## src/itrt_pkg.sv

```systemverilog
// ---------------------------------------------------------------------------
// itrt_pkg
// Shared types, constants and the digit-to-character lookup for the
// integer to radix text converter.
// ---------------------------------------------------------------------------
package itrt_pkg;

   localparam int RADIX_W  = 6;
   localparam int DIGIT_W  = 6;
   localparam int CHAR_W   = 7;

   localparam logic [RADIX_W-1:0] RADIX_MIN = 6'd2;
   localparam logic [RADIX_W-1:0] RADIX_MAX = 6'd36;
   localparam logic [RADIX_W-1:0] RADIX_DEC = 6'd10;

   localparam logic [CHAR_W-1:0] MINUS_CHAR  = 7'h2d;
   localparam logic [CHAR_W-1:0] ZERO_CHAR   = 7'h30;
   localparam logic [CHAR_W-1:0] ALPHA_CHAR  = 7'h61;
   localparam logic [CHAR_W-1:0] ERROR_CHAR  = 7'h00;

   typedef enum logic [2:0] {
      ST_IDLE,
      ST_ERR,
      ST_DIV,
      ST_SIGN,
      ST_READ,
      ST_EMIT
   } state_type;

   // control from the sequencer to the serial divider
   typedef struct packed {
      logic load;
      logic start;
   } div_ctrl_type;

   // status back from the serial divider
   typedef struct packed {
      logic done;
      logic nonzero;
   } div_stat_type;

   // digit value 0..35 to ascii '0'..'9', 'a'..'z'
   function automatic logic [CHAR_W-1:0] digit_char(input logic [DIGIT_W-1:0] d);
      logic [CHAR_W-1:0] dx;
      dx = {1'b0, d};
      if (d < DIGIT_W'(10))
         digit_char = ZERO_CHAR + dx;
      else
         digit_char = ALPHA_CHAR + dx - CHAR_W'(10);
   endfunction

endpackage

```

## src/itrt_divider.sv

```systemverilog
// ---------------------------------------------------------------------------
// itrt_divider
// Bit-serial restoring divider: one quotient bit per cycle. The dividend
// register shifts the quotient in behind it, so after a pass it holds the
// quotient, ready for the next pass.
// ---------------------------------------------------------------------------
module itrt_divider #(
   parameter int VALUE_WIDTH = 32
) (
   input  logic                         clock,
   input  logic                         reset,
   input  itrt_pkg::div_ctrl_type       ctrl,
   input  logic [VALUE_WIDTH-1:0]       load_value,
   input  logic [itrt_pkg::RADIX_W-1:0] radix,
   output itrt_pkg::div_stat_type       stat,
   output logic [itrt_pkg::DIGIT_W-1:0] remainder
);
   import itrt_pkg::*;

   localparam int BIT_W = $clog2(VALUE_WIDTH);

   logic [VALUE_WIDTH-1:0] value_ff, value_in;
   logic [DIGIT_W-1:0]     rem_ff, rem_in;
   logic [BIT_W-1:0]       bit_cnt_ff, bit_cnt_in;
   logic                   busy_ff, busy_in;
   logic                   done_ff, done_in;
   logic                   nz_ff, nz_in;
   logic [DIGIT_W:0]       trial;
   logic [DIGIT_W:0]       diff;
   logic                   ge;
   logic                   final_bit;

   assign trial     = {rem_ff, value_ff[VALUE_WIDTH-1]};
   assign ge        = trial >= {1'b0, radix};
   assign diff      = trial - {1'b0, radix};
   assign final_bit = bit_cnt_ff == BIT_W'(VALUE_WIDTH - 1);

   always_comb begin
      value_in   = value_ff;
      rem_in     = rem_ff;
      bit_cnt_in = bit_cnt_ff;
      busy_in    = busy_ff;
      done_in    = 1'b0;
      nz_in      = nz_ff;
      if (busy_ff) begin
         value_in   = {value_ff[VALUE_WIDTH-2:0], ge};
         rem_in     = ge ? diff[DIGIT_W-1:0] : trial[DIGIT_W-1:0];
         nz_in      = nz_ff | ge;
         bit_cnt_in = bit_cnt_ff + BIT_W'(1);
         if (final_bit) begin
            busy_in = 1'b0;
            done_in = 1'b1;
         end
      end
      if (ctrl.load)
         value_in = load_value;
      if (ctrl.start) begin
         rem_in     = '0;
         bit_cnt_in = '0;
         busy_in    = 1'b1;
         nz_in      = 1'b0;
      end
   end

   always_ff @(posedge clock) begin
      if (reset) begin
         busy_ff    <= 1'b0;
         done_ff    <= 1'b0;
         bit_cnt_ff <= '0;
      end else begin
         busy_ff    <= busy_in;
         done_ff    <= done_in;
         bit_cnt_ff <= bit_cnt_in;
      end
      value_ff <= value_in;
      rem_ff   <= rem_in;
      nz_ff    <= nz_in;
   end

   assign stat.done    = done_ff;
   assign stat.nonzero = nz_ff;
   assign remainder    = rem_ff;

endmodule

```

## src/itrt_digit_store.sv

```systemverilog
// ---------------------------------------------------------------------------
// itrt_digit_store
// Digit memory: one write port, one registered read port.
// ---------------------------------------------------------------------------
module itrt_digit_store #(
   parameter int DEPTH = 32
) (
   input  logic                         clock,
   input  logic                         wr_en,
   input  logic [$clog2(DEPTH)-1:0]     wr_addr,
   input  logic [itrt_pkg::DIGIT_W-1:0] wr_data,
   input  logic [$clog2(DEPTH)-1:0]     rd_addr,
   output logic [itrt_pkg::DIGIT_W-1:0] rd_data
);
   import itrt_pkg::*;

   logic [DIGIT_W-1:0] mem [DEPTH];
   logic [DIGIT_W-1:0] rd_data_ff;

   always_ff @(posedge clock) begin
      if (wr_en)
         mem[wr_addr] <= wr_data;
      rd_data_ff <= mem[rd_addr];
   end

   assign rd_data = rd_data_ff;

endmodule

```

## src/integer_to_radix_text_core.sv

```systemverilog
// ---------------------------------------------------------------------------
// integer_to_radix_text_core
// Converts a signed integer to ascii digits in base 2..36, one character per
// output transaction, most significant first.
// ---------------------------------------------------------------------------
// usage:
//   req channel carries number and radix. rsp channel returns one character
//   per transaction; rsp_last marks the final one. base ten negative numbers
//   start with '-', other bases treat the number as unsigned. a radix outside
//   2..36 gives a single transaction with character 0, last and bad_radix set.
// flow:
//   each digit is found by one pass of the bit-serial divider; the digits
//   are then read back through the registered digit memory read port, with
//   a read state followed by an emit state for each character.
//   one transaction is converted at a time; req_ready is high only between
//   conversions, and the last character may still wait in the output register
//   while the next transaction is accepted.
// reset:
//   synchronous reset empties the output register and returns to idle.
// stall:
//   a stalled rsp_ready holds the current character and pauses the emitter.
// ---------------------------------------------------------------------------
module integer_to_radix_text_core #(
   parameter int VALUE_WIDTH = 32
) (
   input  logic                         clock,
   input  logic                         reset,
   input  logic                         req_valid,
   output logic                         req_ready,
   input  logic signed [VALUE_WIDTH-1:0] req_number,
   input  logic [itrt_pkg::RADIX_W-1:0] req_radix,
   output logic                         rsp_valid,
   input  logic                         rsp_ready,
   output logic [itrt_pkg::CHAR_W-1:0]  rsp_character,
   output logic                         rsp_last,
   output logic                         rsp_bad_radix
);
   import itrt_pkg::*;

   localparam int IDX_W = $clog2(VALUE_WIDTH);
   localparam int CNT_W = $clog2(VALUE_WIDTH + 1);

   state_type state_ff, state_in;

   logic [RADIX_W-1:0] radix_ff, radix_in;
   logic               sign_ff, sign_in;
   logic [CNT_W-1:0]   count_ff, count_in;

   logic               rsp_valid_ff, rsp_valid_in;
   logic [CHAR_W-1:0]  rsp_char_ff, rsp_char_in;
   logic               rsp_last_ff, rsp_last_in;
   logic               rsp_bad_ff, rsp_bad_in;

   div_ctrl_type       div_ctrl;
   div_stat_type       div_stat;
   logic [DIGIT_W-1:0] div_rem;
   logic [VALUE_WIDTH-1:0] magnitude;

   logic               mem_wr_en;
   logic [IDX_W-1:0]   mem_rd_addr;
   logic [DIGIT_W-1:0] mem_rd_data;

   logic               req_accept;
   logic               slot_free;
   logic               bad_radix;
   logic               with_sign;
   logic [CNT_W-1:0]   count_dec;

   assign req_accept = req_valid && req_ready;
   assign slot_free  = !rsp_valid_ff || rsp_ready;
   assign bad_radix  = (req_radix < RADIX_MIN) || (req_radix > RADIX_MAX);
   assign with_sign  = req_number[VALUE_WIDTH-1] && (req_radix == RADIX_DEC);
   assign magnitude  = with_sign ? (~req_number + VALUE_WIDTH'(1)) : req_number;
   assign count_dec  = count_ff - CNT_W'(1);

   itrt_divider #(
      .VALUE_WIDTH(VALUE_WIDTH)
   ) u_divider (
      .clock      (clock),
      .reset      (reset),
      .ctrl       (div_ctrl),
      .load_value (magnitude),
      .radix      (radix_ff),
      .stat       (div_stat),
      .remainder  (div_rem)
   );

   itrt_digit_store #(
      .DEPTH(VALUE_WIDTH)
   ) u_digit_store (
      .clock   (clock),
      .wr_en   (mem_wr_en),
      .wr_addr (count_ff[IDX_W-1:0]),
      .wr_data (div_rem),
      .rd_addr (mem_rd_addr),
      .rd_data (mem_rd_data)
   );

   // next state
   always_comb begin
      state_in = state_ff;
      unique case (state_ff)
         ST_IDLE: begin
            if (req_accept)
               state_in = bad_radix ? ST_ERR : ST_DIV;
         end
         ST_ERR: begin
            if (slot_free)
               state_in = ST_IDLE;
         end
         ST_DIV: begin
            if (div_stat.done && !div_stat.nonzero)
               state_in = sign_ff ? ST_SIGN : ST_READ;
         end
         ST_SIGN: begin
            if (slot_free)
               state_in = ST_READ;
         end
         ST_READ: begin
            state_in = ST_EMIT;
         end
         ST_EMIT: begin
            if (slot_free)
               state_in = (count_ff == CNT_W'(1)) ? ST_IDLE : ST_READ;
         end
         default: state_in = ST_IDLE;
      endcase
   end

   // outputs and datapath control
   always_comb begin
      req_ready      = 1'b0;
      div_ctrl.load  = 1'b0;
      div_ctrl.start = 1'b0;
      mem_wr_en      = 1'b0;
      mem_rd_addr    = count_dec[IDX_W-1:0];
      radix_in       = radix_ff;
      sign_in        = sign_ff;
      count_in       = count_ff;
      rsp_valid_in   = rsp_valid_ff && !rsp_ready;
      rsp_char_in    = rsp_char_ff;
      rsp_last_in    = rsp_last_ff;
      rsp_bad_in     = rsp_bad_ff;
      unique case (state_ff)
         ST_IDLE: begin
            req_ready = 1'b1;
            if (req_accept) begin
               radix_in       = req_radix;
               sign_in        = with_sign;
               count_in       = '0;
               div_ctrl.load  = 1'b1;
               div_ctrl.start = !bad_radix;
            end
         end
         ST_ERR: begin
            if (slot_free) begin
               rsp_valid_in = 1'b1;
               rsp_char_in  = ERROR_CHAR;
               rsp_last_in  = 1'b1;
               rsp_bad_in   = 1'b1;
            end
         end
         ST_DIV: begin
            if (div_stat.done) begin
               mem_wr_en      = 1'b1;
               count_in       = count_ff + CNT_W'(1);
               div_ctrl.start = div_stat.nonzero;
            end
         end
         ST_SIGN: begin
            if (slot_free) begin
               rsp_valid_in = 1'b1;
               rsp_char_in  = MINUS_CHAR;
               rsp_last_in  = 1'b0;
               rsp_bad_in   = 1'b0;
            end
         end
         ST_READ: begin
         end
         ST_EMIT: begin
            if (slot_free) begin
               rsp_valid_in = 1'b1;
               rsp_char_in  = digit_char(mem_rd_data);
               rsp_last_in  = count_ff == CNT_W'(1);
               rsp_bad_in   = 1'b0;
               count_in     = count_dec;
            end
         end
         default: begin
         end
      endcase
   end

   always_ff @(posedge clock) begin
      if (reset) begin
         state_ff     <= ST_IDLE;
         rsp_valid_ff <= 1'b0;
         count_ff     <= '0;
      end else begin
         state_ff     <= state_in;
         rsp_valid_ff <= rsp_valid_in;
         count_ff     <= count_in;
      end
      radix_ff    <= radix_in;
      sign_ff     <= sign_in;
      rsp_char_ff <= rsp_char_in;
      rsp_last_ff <= rsp_last_in;
      rsp_bad_ff  <= rsp_bad_in;
   end

   assign rsp_valid     = rsp_valid_ff;
   assign rsp_character = rsp_char_ff;
   assign rsp_last      = rsp_last_ff;
   assign rsp_bad_radix = rsp_bad_ff;

   // error transaction is always a lone, empty, final character
   a_bad_is_last: assert property (@(posedge clock) disable iff (reset)
      rsp_valid && rsp_bad_radix |-> rsp_last && (rsp_character == ERROR_CHAR))
      else $error("bad radix result not flagged last or not zero");

   // digit count never exceeds the value width
   a_count_range: assert property (@(posedge clock) disable iff (reset)
      count_ff <= CNT_W'(VALUE_WIDTH))
      else $error("digit count overflow");

   // an accepted transaction always leaves idle
   a_accept_leaves_idle: assert property (@(posedge clock) disable iff (reset)
      req_accept |=> state_ff != ST_IDLE)
      else $error("accepted transaction did not start conversion");

   // emitting a digit needs at least one stored digit
   a_emit_has_digit: assert property (@(posedge clock) disable iff (reset)
      (state_ff == ST_EMIT || state_ff == ST_READ) |-> count_ff != '0)
      else $error("emit with empty digit store");

endmodule
```

## config.mk

```make
export PLATFORM = sky130hd
export DESIGN_NAME = integer_to_radix_text_core
export DESIGN_NICKNAME = d
export VERILOG_FILES = /design/src/itrt_pkg.sv /design/src/itrt_divider.sv /design/src/itrt_digit_store.sv /design/src/integer_to_radix_text_core.sv
export SDC_FILE = /design/constraint.sdc
export NUM_CORES = 1
export LEC_CHECK = 0
export BUFFER_PORTS_ARGS = -buffer_cell sky130_fd_sc_hd__buf_2
export CORE_MARGIN = 3
export CORE_UTILIZATION = 35
export DETAILED_ROUTE_END_ITERATION = 8
export GPL_ROUTABILITY_DRIVEN = 0
export PLACE_DENSITY_LB_ADDON = 0.3
export SKIP_LAST_GASP = 1
export SYNTH_ARGS = -nofsm -noshare
export SYNTH_HDL_FRONTEND = slang
export SYNTH_HIERARCHICAL = 1
export SYNTH_SLANG_ARGS = --single-unit
```

## constraint.sdc

```tcl
create_clock -name clock -period 3.8 [get_ports clock]
set_clock_uncertainty 0.15 [all_clocks]
set_input_delay 0.57 -clock clock [delete_from_list [all_inputs] [get_ports clock]]
set_output_delay 0.57 -clock clock [all_outputs]
set_load 0.02 [all_outputs]
```

# Word-level counts from Yosys, hierarchy flattened
# Memories as Yosys holds them, arrays and structs flattened. A register that Yosys moved wholly into a read port is not among the register bits.
# Cells that the tools add are included.
word_totals:
  reg_bits: 72
  ramBits: 192
  out_inout_bits: 11
  elab_cells: 111
  n_memories: 1
op_classes:
  add_sub_neg: 8
  order_cmp: 4
  n_eq_ne: 15
  mux: 42
  n_bitwise: 3
  n_reduce_logical: 24
mem_list:
  columns: ["name", "depth", "word_bits", "read_ports", "rd_clocked_by_memory_dff", "wr", "line", "source"]
  rows:
  - ["u_digit_store.mem", 32, 6, 1, 1, 1, "itrt_digit_store.sv:17", "logic [DIGIT_W-1:0] mem [DEPTH];"]
op_table:
  columns: ["cell", "count"]
  rows:
  - ["32-bit 2-to-1 mux", 3]
  - ["32-bit by 2-bit adder with 32-bit output, second input constant", 1]
  - ["32-bit inverter", 1]
  - ["7-bit 2-to-1 mux", 4]
  - ["6-bit 2-to-1 mux", 4]
  - ["3-bit 2-to-1 mux", 7]
  - ["7-bit one-hot mux with 3 select lines", 1]
  - ["3-bit one-hot mux with 6 select lines", 1]
  - ["6-bit one-hot mux with 3 select lines", 1]
  - ["1-bit 2-to-1 mux", 16]
  - ["2-bit != test, second input constant", 5]
  - ["4-bit AND reduction", 2]
  - ["6-bit by 6-bit adder with 7-bit output, first input constant", 1]
  - ["7-bit by 6-bit adder with 7-bit output, first input constant", 1]
  - ["7-bit by 6-bit greater-or-equal comparator with 1-bit output", 1]
  - ["7-bit by 4-bit subtractor with 7-bit output, second input constant", 1]
  - ["6-bit by 1-bit adder with 6-bit output, second input constant", 1]
  - ["3-bit by 2-bit == test with 1-bit output, second input constant", 2]
  - ["3-bit == test, second input constant", 2]
  - ["6-bit by 1-bit == test with 1-bit output, second input constant", 1]
  - ["6-bit by 4-bit == test with 1-bit output, second input constant", 1]
  - ["6-bit greater-than comparator, second input constant", 1]
  - ["6-bit by 2-bit less-than comparator with 1-bit output, second input constant", 1]
  - ["6-bit by 4-bit less-than comparator with 1-bit output, second input constant", 1]
  - ["22 further kinds", 36]

# Longest topological paths before layout
# Gate-level depths: netlist of run 1.
logic_depth:
  depth_word: 6
  depth_mapped: 8
  depth_no_buf: 8

# Cells and area by module
# The synthesis of run 1 kept the hierarchy.
by_module_without_submodules:
  columns: ["mod", "instances", "cells_per_inst", "area_per_inst_um2", "seq_area_each_um2"]
  rows:
  - ["itrt_digit_store", 1, 323, 7589.8, 5885.6]
  - ["integer_to_radix_text_core", 1, 290, 2431.1, 680.7]
  - ["itrt_divider", 1, 174, 2255.9, 1241.2]

# Worst setup path after synthesis of run 1
# OpenSTA, ideal clock, no wires.
synth_timing:
  path_type: "reg-to-reg"
  from: "register state_ff[1]"
  to: "register u_divider.value_ff[0] (enable)"
  setup_ps: 375
  arrival_ps: 2613
  path_slack_ps: 662
  stages_incl_launch_ff: 8
  n_path_buf: 4
  period_less_slack_ps: 3138
  path_cell_list: "dfxtp_1 clkbuf_2 clkbuf_1 nor3_1 and2_1 clkbuf_1 clkbuf_1 or2_2"
synth_lines:
  columns: ["item", "line", "source"]
  rows:
  - ["from (decl)", "integer_to_radix_text_core.sv:43", "state_type state_ff, state_in;"]
  - ["from (signal assigned)", "integer_to_radix_text_core.sv:200", "state_ff <= state_in;"]
  - ["to (signal assigned)", "itrt_divider.sv:75", "value_ff <= value_in;"]
  - ["to (decl)", "itrt_divider.sv:22", "logic [VALUE_WIDTH-1:0] value_ff, value_in;"]

# Worst setup path after layout of run 1
layout_timing:
  from: "register count_ff[1]"
  to: "register u_digit_store.rd_data_ff[1], in the netlist u_digit_store/rd_data[1] (read register of u_digit_store.mem)"
layout_between:
  elab_chain_len: 1
layout_rtl:
  columns: ["item", "line", "source"]
  rows:
  - ["from (decl)", "integer_to_radix_text_core.sv:47", "logic [CNT_W-1:0] count_ff, count_in;"]
  - ["from (signal assigned)", "integer_to_radix_text_core.sv:202", "count_ff <= count_in;"]
  - ["6-bit by 1-bit subtractor with 6-bit output", "integer_to_radix_text_core.sv:74", "assign count_dec = count_ff - CNT_W'(1);"]
  - ["named net count_dec[2]", "integer_to_radix_text_core.sv:67", "logic [CNT_W-1:0] count_dec;"]
  - ["to (decl)", "itrt_digit_store.sv:18", "logic [DIGIT_W-1:0] rd_data_ff;"]
# The timed path passes the listed nets, and every way through them passes these cells.
# A chain may end at the register's enable or synchronous reset.

==> run metrics, run 1 <==
status finished clean; post-layout utilization of the core 40.8%; Post-Synth Adder-Cell Area 2.00%; clock tree from TritonCTS built; number of hold violations in the final report 0; leading cell types in the layout, fill and taps excluded edfxtp_1 (240), nor2_1 (71), mux4_2 (60); leakage 4.77 nW; total CTS buffers 28; number of max-slew violations in the final report 0; initial drt markers 498; ordered cell list for the critical path inv_1 -> ha_1 -> xor2_4 -> buf_4 -> mux4_2 -> mux4_2 -> mux2_2; Synth Area per Inst 15.6 um^2; Setup crit end kind register; post-synthesis share of cell area spent on xor and xnor gates 2.85%; Seq cells post-synth 270; shortest period the worst path allows 3070 ps; hold buffer count at CTS 0; critical path data arrival time 3340 ps; max-capacitance violation count 0; diodes inserted 0; largest family of logic cells by synthesized area multiplexers; detailed placer's ending HPWL 16.8 mm; mapped cell area 12300 um^2; average vias per placed instance 5.19; count of input and output buffers 52; critical path's top delay family multiplexers; portion of netlist area occupied by mux cells 15.3%; power per standard cell area 543 nW/um^2; worst hold path class input port to register; headroom to the max-slew limit 26.8%; type of origin of the critical path register; synthesis-to-finish area growth 13.2%; CTS resizes 0; final routed DRC violation total 0; unique cell type count in the Yosys netlist 69; endpoints failing setup 0; area fraction in compound gates after synthesis 6.01%; Worst-path clk slew 60 ps; largest net degree at the start of global routing 49; detailed-routing iteration count for the pre-antenna-repair pass 5; area inside the core boundary 34000 um^2; H-tree levels 1; total vias in the final route 6819; fraction of layout instances using a drive strength above 1 26.7%; effective utilization at floorplan 36.1%; I/O pin total 53; CP bufs+invs 2; CP peak stage delay 530 ps; FP Rows 67; Crit-path slowest cell dfxtp_1; initial antenna violation count 0; number of synthesized flops with an enable pin 240; required arrival time at the worst endpoint 4080 ps; grt total ovfl 0; Net Count, Synth 848; post-route antenna net violation count 0; sequential element share of the synthesized area 63.6%; Peak Freq 0.326 GHz; total track usage 13.3%; most common cell after layout, fill and taps aside edfxtp_1; fill count 3150; number of buffers between clock root and the deepest sink 3; simple-gate portion of the synthesized area 7.31%; count of warnings emitted by yosys 6; clock net sink count 270; Crit Path Max Fanout 15; worst voltage drop across the vdd grid 0.336 mV; RSZ-0062 raised after global routing no; Vert. Die Dim 193 um; share of synthesized flip-flops with an asynchronous set or reset 0%; Die Span X 193 um; clock latency on the worst-skew pair 540 ps; # Post-CTS Setup Buffers 0; portion of the clock cycle consumed by the worst path in the final layout 80.7%; measured slew at the worst slew-check pin 1100 ps; die area 37400 um^2; NumNets Final 906; Wirelength per Cell 19.3 um; prevailing post-synth register cell edfxtp_1; Post-Route Setup TNS 0 ps; final wirelength 25.4 mm; critical path type register to register; root buffer cell clkbuf_16; most frequent CP cell mux4_2; first-pass GRT wire length 40.1 mm; number of global-route vias before repair 6817; Post-Syn Instances 787
-- flip-flops by register name, summed over array words and instances, names as in the netlist, 3 cells and up --
| signal | flops |
|---|---|
| u_divider/remainder | 6 |
| rsp_character | 7 |
| u_digit_store/rd_data | 6 |
| u_digit_store/mem | 192 |
| state_ff | 3 |
| u_divider/value_ff | 32 |
| u_divider/bit_cnt_ff | 5 |
| radix_ff | 6 |
| count_ff | 6 |
-- logic make-up after synthesis --
kind of cell,after synthesis
AO/OA/AOI/OAI,103
XOR/XNOR,40
adder cells (fa/ha/maj),19
buffers and inverters,75
flip-flops,270
multiplexers,107
AND/OR/NAND/NOR,173
-- cells in the mapped netlist (7+ instances only) --
cell type / number / area share [%]
mux4_2: 60 / 11
xnor2_1: 12 / 0.86
edfxtp_1: 240 / 59
mux2_2: 40 / 3.7
nand3b_1: 7 / 0.43
nand2_1: 13 / 0.40
xor2_1: 28 / 2.0
nor2b_1: 9 / 0.46
buf_6: 8 / 0.73
clkbuf_1: 21 / 0.64
a211oi_1: 7 / 0.43
nor3_1: 19 / 0.77
nor3b_1: 8 / 0.49
a21oi_1: 27 / 1.1
dfxtp_1: 30 / 4.9
inv_1: 32 / 0.98
ha_1: 18 / 1.8
nor2_1: 71 / 2.2
o21ai_0: 16 / 0.65
-- stage by stage --
| stage | cells | area, um^2 | setup slack (ps) | power (mW) | hold slack [ps] |
|---|---|---|---|---|---|
| 2_1_floorplan | 787 | 12300 | 662 | 4.65 | 288 |
| 3_3_place_gp | 1263 | 13000 | 782 | 5.02 | 338 |
| 3_5_place_dp | 1263 | 13000 | 716 | 5.04 | 347 |
| 4_1_cts | 1314 | 13900 | 699 | 7.65 | 78.0 |
| 5_1_grt | 1314 | 13900 | 572 | 7.90 | 90.3 |
| 6_report | 1314 | 13900 | 734 | 7.55 | 104 |
-- routing by layer --
layer	vias up	track usage, %	wire (um)
met5	-	0	0
met1	3427	18.7	11600
li1	3190	-	-
met2	154	22.0	12200
met4	0	3.16	572
met3	48	2.09	985
-- worst paths after layout --
path	start	end	slack, ps	cells after the start
setup reg to reg	count_ff[1]	u_digit_store/rd_data[1]	730	7
hold / removal	req_radix[2]	radix_ff[2]	100	1
hold reg to reg	u_divider/nz_ff	u_divider/nz_ff	360	2
setup / recovery	count_ff[1]	u_digit_store/rd_data[1]	730	7
-- where the power goes --
group | switching (mW) | total [mW] | internal, mW
Sequential | 0.0915 | 3.71 | 3.62
Clock | 1.10 | 2.59 | 1.49
Combinational | 0.732 | 1.24 | 0.509
Total | 1.93 | 7.55 | 5.62
-- final cells by class --
| cell class | instances | area, um^2 | area share (%) |
|---|---|---|---|
| clock buffer | 35 | 727 | 5.23 |
| clock inverter | 16 | 143 | 1.03 |
| inverter | 33 | 124 | 0.891 |
| multi-input combinational | 442 | 4130 | 29.7 |
| sequential | 270 | 7810 | 56.2 |
| tap | 448 | 561 | 4.03 |
| timing repair buffer | 70 | 408 | 2.94 |
-- worst register-to-register path: cells and delay by family, from the launching register on --
kind,cells,cell delay (ps)
flops,1,530
fa+ha+maj,1,270
xor+xnor,1,440
mux,3,1100
buf+inv,2,480
No activity file was read; power rests on OpenSTA's default activity.
==> inputs of run 2 (changes only) <==
clock period = 2.7 ns   (was 3.8 ns; I/O delays follow)
==> run metrics, run 2 (synthesis results as in run 1) <==
die area 37400 um^2; area inside the core boundary 34000 um^2; endpoints failing setup 0; critical path data arrival time 2890 ps; total CTS buffers 31; Hold Crit Start req_number[0]; clock net sink count 270; global-route met3 utilization 2.24%; grt total ovfl 0; I/O pin total 53; power per standard cell area 755 nW/um^2; number of max-slew violations in the final report 0; average vias per placed instance 5.10; most common cell after layout, fill and taps aside edfxtp_1; Die Span X 193 um; leading cell types in the layout, fill and taps excluded edfxtp_1 (240), nor2_1 (71), buf_4 (62); startpoint of the most critical register-to-register path count_ff[1]; Largest Register u_digit_store/mem; first-pass GRT wire length 41.8 mm; worst hold path class input port to register; synthesis-to-finish area growth 17.8%; detailed placer's ending HPWL 17.1 mm; fraction of met1 tracks used by global routing 20.5%; detailed-routing iteration count for the pre-antenna-repair pass 5; worst voltage drop across the vdd grid 0.457 mV; final routed DRC violation total 0; largest net degree at the start of global routing 49; # Post-CTS Setup Buffers 0; total vias in the final route 7014; flip-flop count of the largest register, all copies and words added 192; Worst-path clk slew 60 ps; final setup slack of the worst path 92.1 ps; fill count 3089; type of origin of the critical path register; effective utilization at floorplan 36.1%; number of hold violations in the final report 0; Global Route met2 Usage 21.7%; post-route antenna net violation count 0; placed instance area 13400 um^2; post-route cell area 14500 um^2; clock latency on the worst-skew pair 550 ps; shortest period the worst path allows 2610 ps; critical path type register to register; worst hold slack 74.7 ps; total track usage 13.8%; RSZ-0062 raised after global routing yes; startpoint of the worst setup timing path count_ff[1]; Vert. Die Dim 193 um; Wirelength per Cell 19.1 um; Post-Route Setup TNS 0 ps; clock tree from TritonCTS built; initial drt markers 578; status finished clean; FP Rows 67; Post-Place Setup Slack 99.5 ps; headroom to the max-slew limit 53.5%; count of input and output buffers 52; Crit Path Max Fanout 18; Setup crit end kind register; required arrival time at the worst endpoint 2980 ps; number of buffers between clock root and the deepest sink 3; measured slew at the worst slew-check pin 696 ps; H-tree levels 1; Peak Freq 0.383 GHz; final wirelength 26.2 mm; number of global-route vias before repair 7028; global-route layer with the greatest usage met2; fraction of layout instances using a drive strength above 1 31.1%; NumNets Final 965; initial antenna violation count 0; root buffer cell clkbuf_16; leakage 5.11 nW; post-layout total power 10.9 mW; diodes inserted 0; portion of the clock cycle consumed by the worst path in the final layout 96.6%; max-capacitance violation count 0
## run 2: layout make-up
| class | instances | area, um^2 | share of cell area, % |
|---|---|---|---|
| inverters | 33 | 124 | 0.856 |
| clock buffers | 35 | 791 | 5.47 |
| multi-input cells | 442 | 4140 | 28.6 |
| repair buffers | 126 | 902 | 6.24 |
| well taps | 448 | 561 | 3.87 |
| flip-flops and latches | 270 | 7810 | 54.0 |
| clock inverters | 21 | 144 | 0.995 |
## run 2: critical path, stage by stage (launching register included)
cell and delay (ps):
dfxtp_2 320, inv_1 90, ha_1 260, xor2_4 300
buf_12 220, mux4_2 350, mux4_2 520, mux2_2 280
## run 2: where the power goes
| group | total [mW] | internal (mW) | switching [mW] | leakage [nW] |
|---|---|---|---|---|
| clock | 3.82 | 2.19 | 1.62 | 0.443 |
| combinational | 1.88 | 0.773 | 1.11 | 2.20 |
| sequential | 5.22 | 5.10 | 0.122 | 2.47 |
| total | 10.9 | 8.06 | 2.86 | 5.11 |
## run 2: metal layers
layer	part of all wire, %	wire length, um
met4	1.2	318
met1	47	12400
met2	46	12200
met5	0	0
met3	5.0	1310
## run 2: stage by stage
stage | instances | util (%)
3_3_place_gp | 1312 | 39.5
2_1_floorplan | 787 | -
6_report | 1375 | 42.5
5_1_grt | 1375 | 42.5
4_1_cts | 1374 | 42.4
3_5_place_dp | 1312 | 39.5
## run 2: worst paths after layout
check / endpoint / slack, ps / cells after the start
setup reg to reg: u_digit_store/rd_data[3] / 90 / 7
hold reg to reg: u_divider/nz_ff / 370 / 2
hold / removal: u_divider/value_ff[0] / 70 / 2
setup / recovery: u_digit_store/rd_data[3] / 90 / 7
## run 2: what timing repair did
item,in CTS,in global routing
setup endpoints to repair,0,2
hold buffers,6,0
endpoints found under the hold margin,6,0
gates resized for setup,0,1
==> inputs of run 3 (changes only) <==
==> constraint.sdc (replaced) <==
create_clock -name clock -period 2.7 [get_ports clock]
set_clock_uncertainty 0.15 [all_clocks]
set_input_delay 0.135 -clock clock [delete_from_list [all_inputs] [get_ports clock]]
set_output_delay 0.135 -clock clock [all_outputs]
set_load 0.02 [all_outputs]
==> run metrics, run 3 (synthesis results as in run 1) <==
clock tree from TritonCTS built; number of hold violations in the final report 0; number of max-slew violations in the final report 0; endpoints failing setup 0; most common cell after layout, fill and taps aside edfxtp_1; max-capacitance violation count 0; Worst-path clk slew 60 ps; leading cell types in the layout, fill and taps excluded edfxtp_1 (240), nor2_1 (71), mux4_2 (60); Crit Path Max Fanout 48; critical path data arrival time 2900 ps; count of input and output buffers 52; diodes inserted 0; clock net sink count 270; Die Span X 193 um; Crit-path slowest cell mux4_2; required arrival time at the worst endpoint 2980 ps; first-pass GRT wire length 43.1 mm; total CTS buffers 30; flip-flop count of the largest register, all copies and words added 192; worst hold path class input port to register; Largest Register u_digit_store/mem; CP peak stage delay 530 ps; power per standard cell area 755 nW/um^2; shortest period the worst path allows 2630 ps; Setup crit end kind register; number of global-route vias before repair 7270; Met2 Routed Length 12.1 mm; clock latency on the worst-skew pair 550 ps; total track usage 14.4%; Post-Route Setup TNS 0 ps; most frequent CP cell mux4_2; post-route antenna net violation count 0; I/O pin total 53; final wirelength 26.8 mm; die area 37400 um^2; largest net degree at the start of global routing 49; total vias in the final route 7185; # Post-CTS Setup Buffers 0; FP Rows 67; synthesis-to-finish area growth 20.6%; Wirelength per Cell 19.1 um; detailed-routing iteration count for the pre-antenna-repair pass 5; headroom to the max-slew limit 52.8%; average vias per placed instance 5.12; hold buffer count at CTS 41; uppermost signal routing layer after detailed routing met4; critical path type register to register; measured slew at the worst slew-check pin 706 ps; status finished clean; Vert. Die Dim 193 um; worst voltage drop across the vdd grid 0.506 mV; RSZ-0062 raised after global routing no; grt total ovfl 0; final routed DRC violation total 0; effective utilization at floorplan 36.1%; routed length on met1 12.5 mm; ordered cell list for the critical path inv_1 -> ha_1 -> xor2_4 -> buf_12 -> mux4_2 -> mux4_2 -> mux2_2; fraction of layout instances using a drive strength above 1 29.5%; area inside the core boundary 34000 um^2; number of buffers between clock root and the deepest sink 3; Peak Freq 0.381 GHz; initial drt markers 427; NumNets Final 992; leakage 5.25 nW; CTS resizes 0; detailed placer's ending HPWL 17.4 mm; H-tree levels 1; initial antenna violation count 0; portion of the clock cycle consumed by the worst path in the final layout 97.3%; amount of wire on met3 after detailed routing 1.64 mm; type of origin of the critical path register; worst hold slack 194 ps; root buffer cell clkbuf_16
run 3: cell count changes in the layout (fill, tap and decap cells not counted), moves of 3 or more:
cell / delta
buf_4: -5
bufinv_16: +3
clkbuf_1: +4
clkinv_1: -5
clkinv_2: +3
clkinvlp_4: -3
dlygate4sd3_1: +35
run 3: stage by stage:
stage	setup WS, ps	util (%)	cell area, um^2	cells	total power, mW
floorplan	14.0	-	12300	787	6.55
global placement	144	39.4	13400	1306	7.15
detailed placement	77.2	39.4	13400	1306	7.19
CTS	56.8	43.5	14800	1403	11.3
global route	10.6	43.5	14800	1403	11.7
finish	72.1	43.5	14800	1403	11.2
run 3: path summary, 6_finish.rpt:
kind	startpoint	endpoint	slack [ps]	cells past startpoint
max	count_ff[1]	u_digit_store/rd_data[5]	70	7
min	req_radix[5]	radix_ff[5]	190	2
max reg2reg	count_ff[1]	u_digit_store/rd_data[5]	70	7
min reg2reg	u_divider/nz_ff	u_divider/nz_ff	360	2
run 3: layout make-up:
type	instances	area (um^2)
fillers	3092	19200
repair buffers	154	1180
clock inverters	17	190
well taps	448	561
clock buffers	39	806
flip-flops and latches	270	7810
inverters	33	124
multi-input cells	442	4140
run 3: per-layer routing:
metal,global-route usage [%],vias up
met2,22.0,208
met1,21.7,3583
met5,0,-
met3,2.33,32
li1,-,3362
met4,3.21,0
run 3: where the power goes:
group          internal [mW]  leakage (nW)  switching [mW]
combinational          0.790          2.30            1.09
sequential              5.10          2.47           0.135
clock                   2.48         0.484            1.59
run 3: worst max-delay path: cells and delay by family (launching register included):
family	cells	cell delay, ps
buffers and inverters	2	380
adder cells (fa/ha/maj)	1	260
multiplexers	3	1170
flip-flops	1	320
XOR/XNOR	1	200
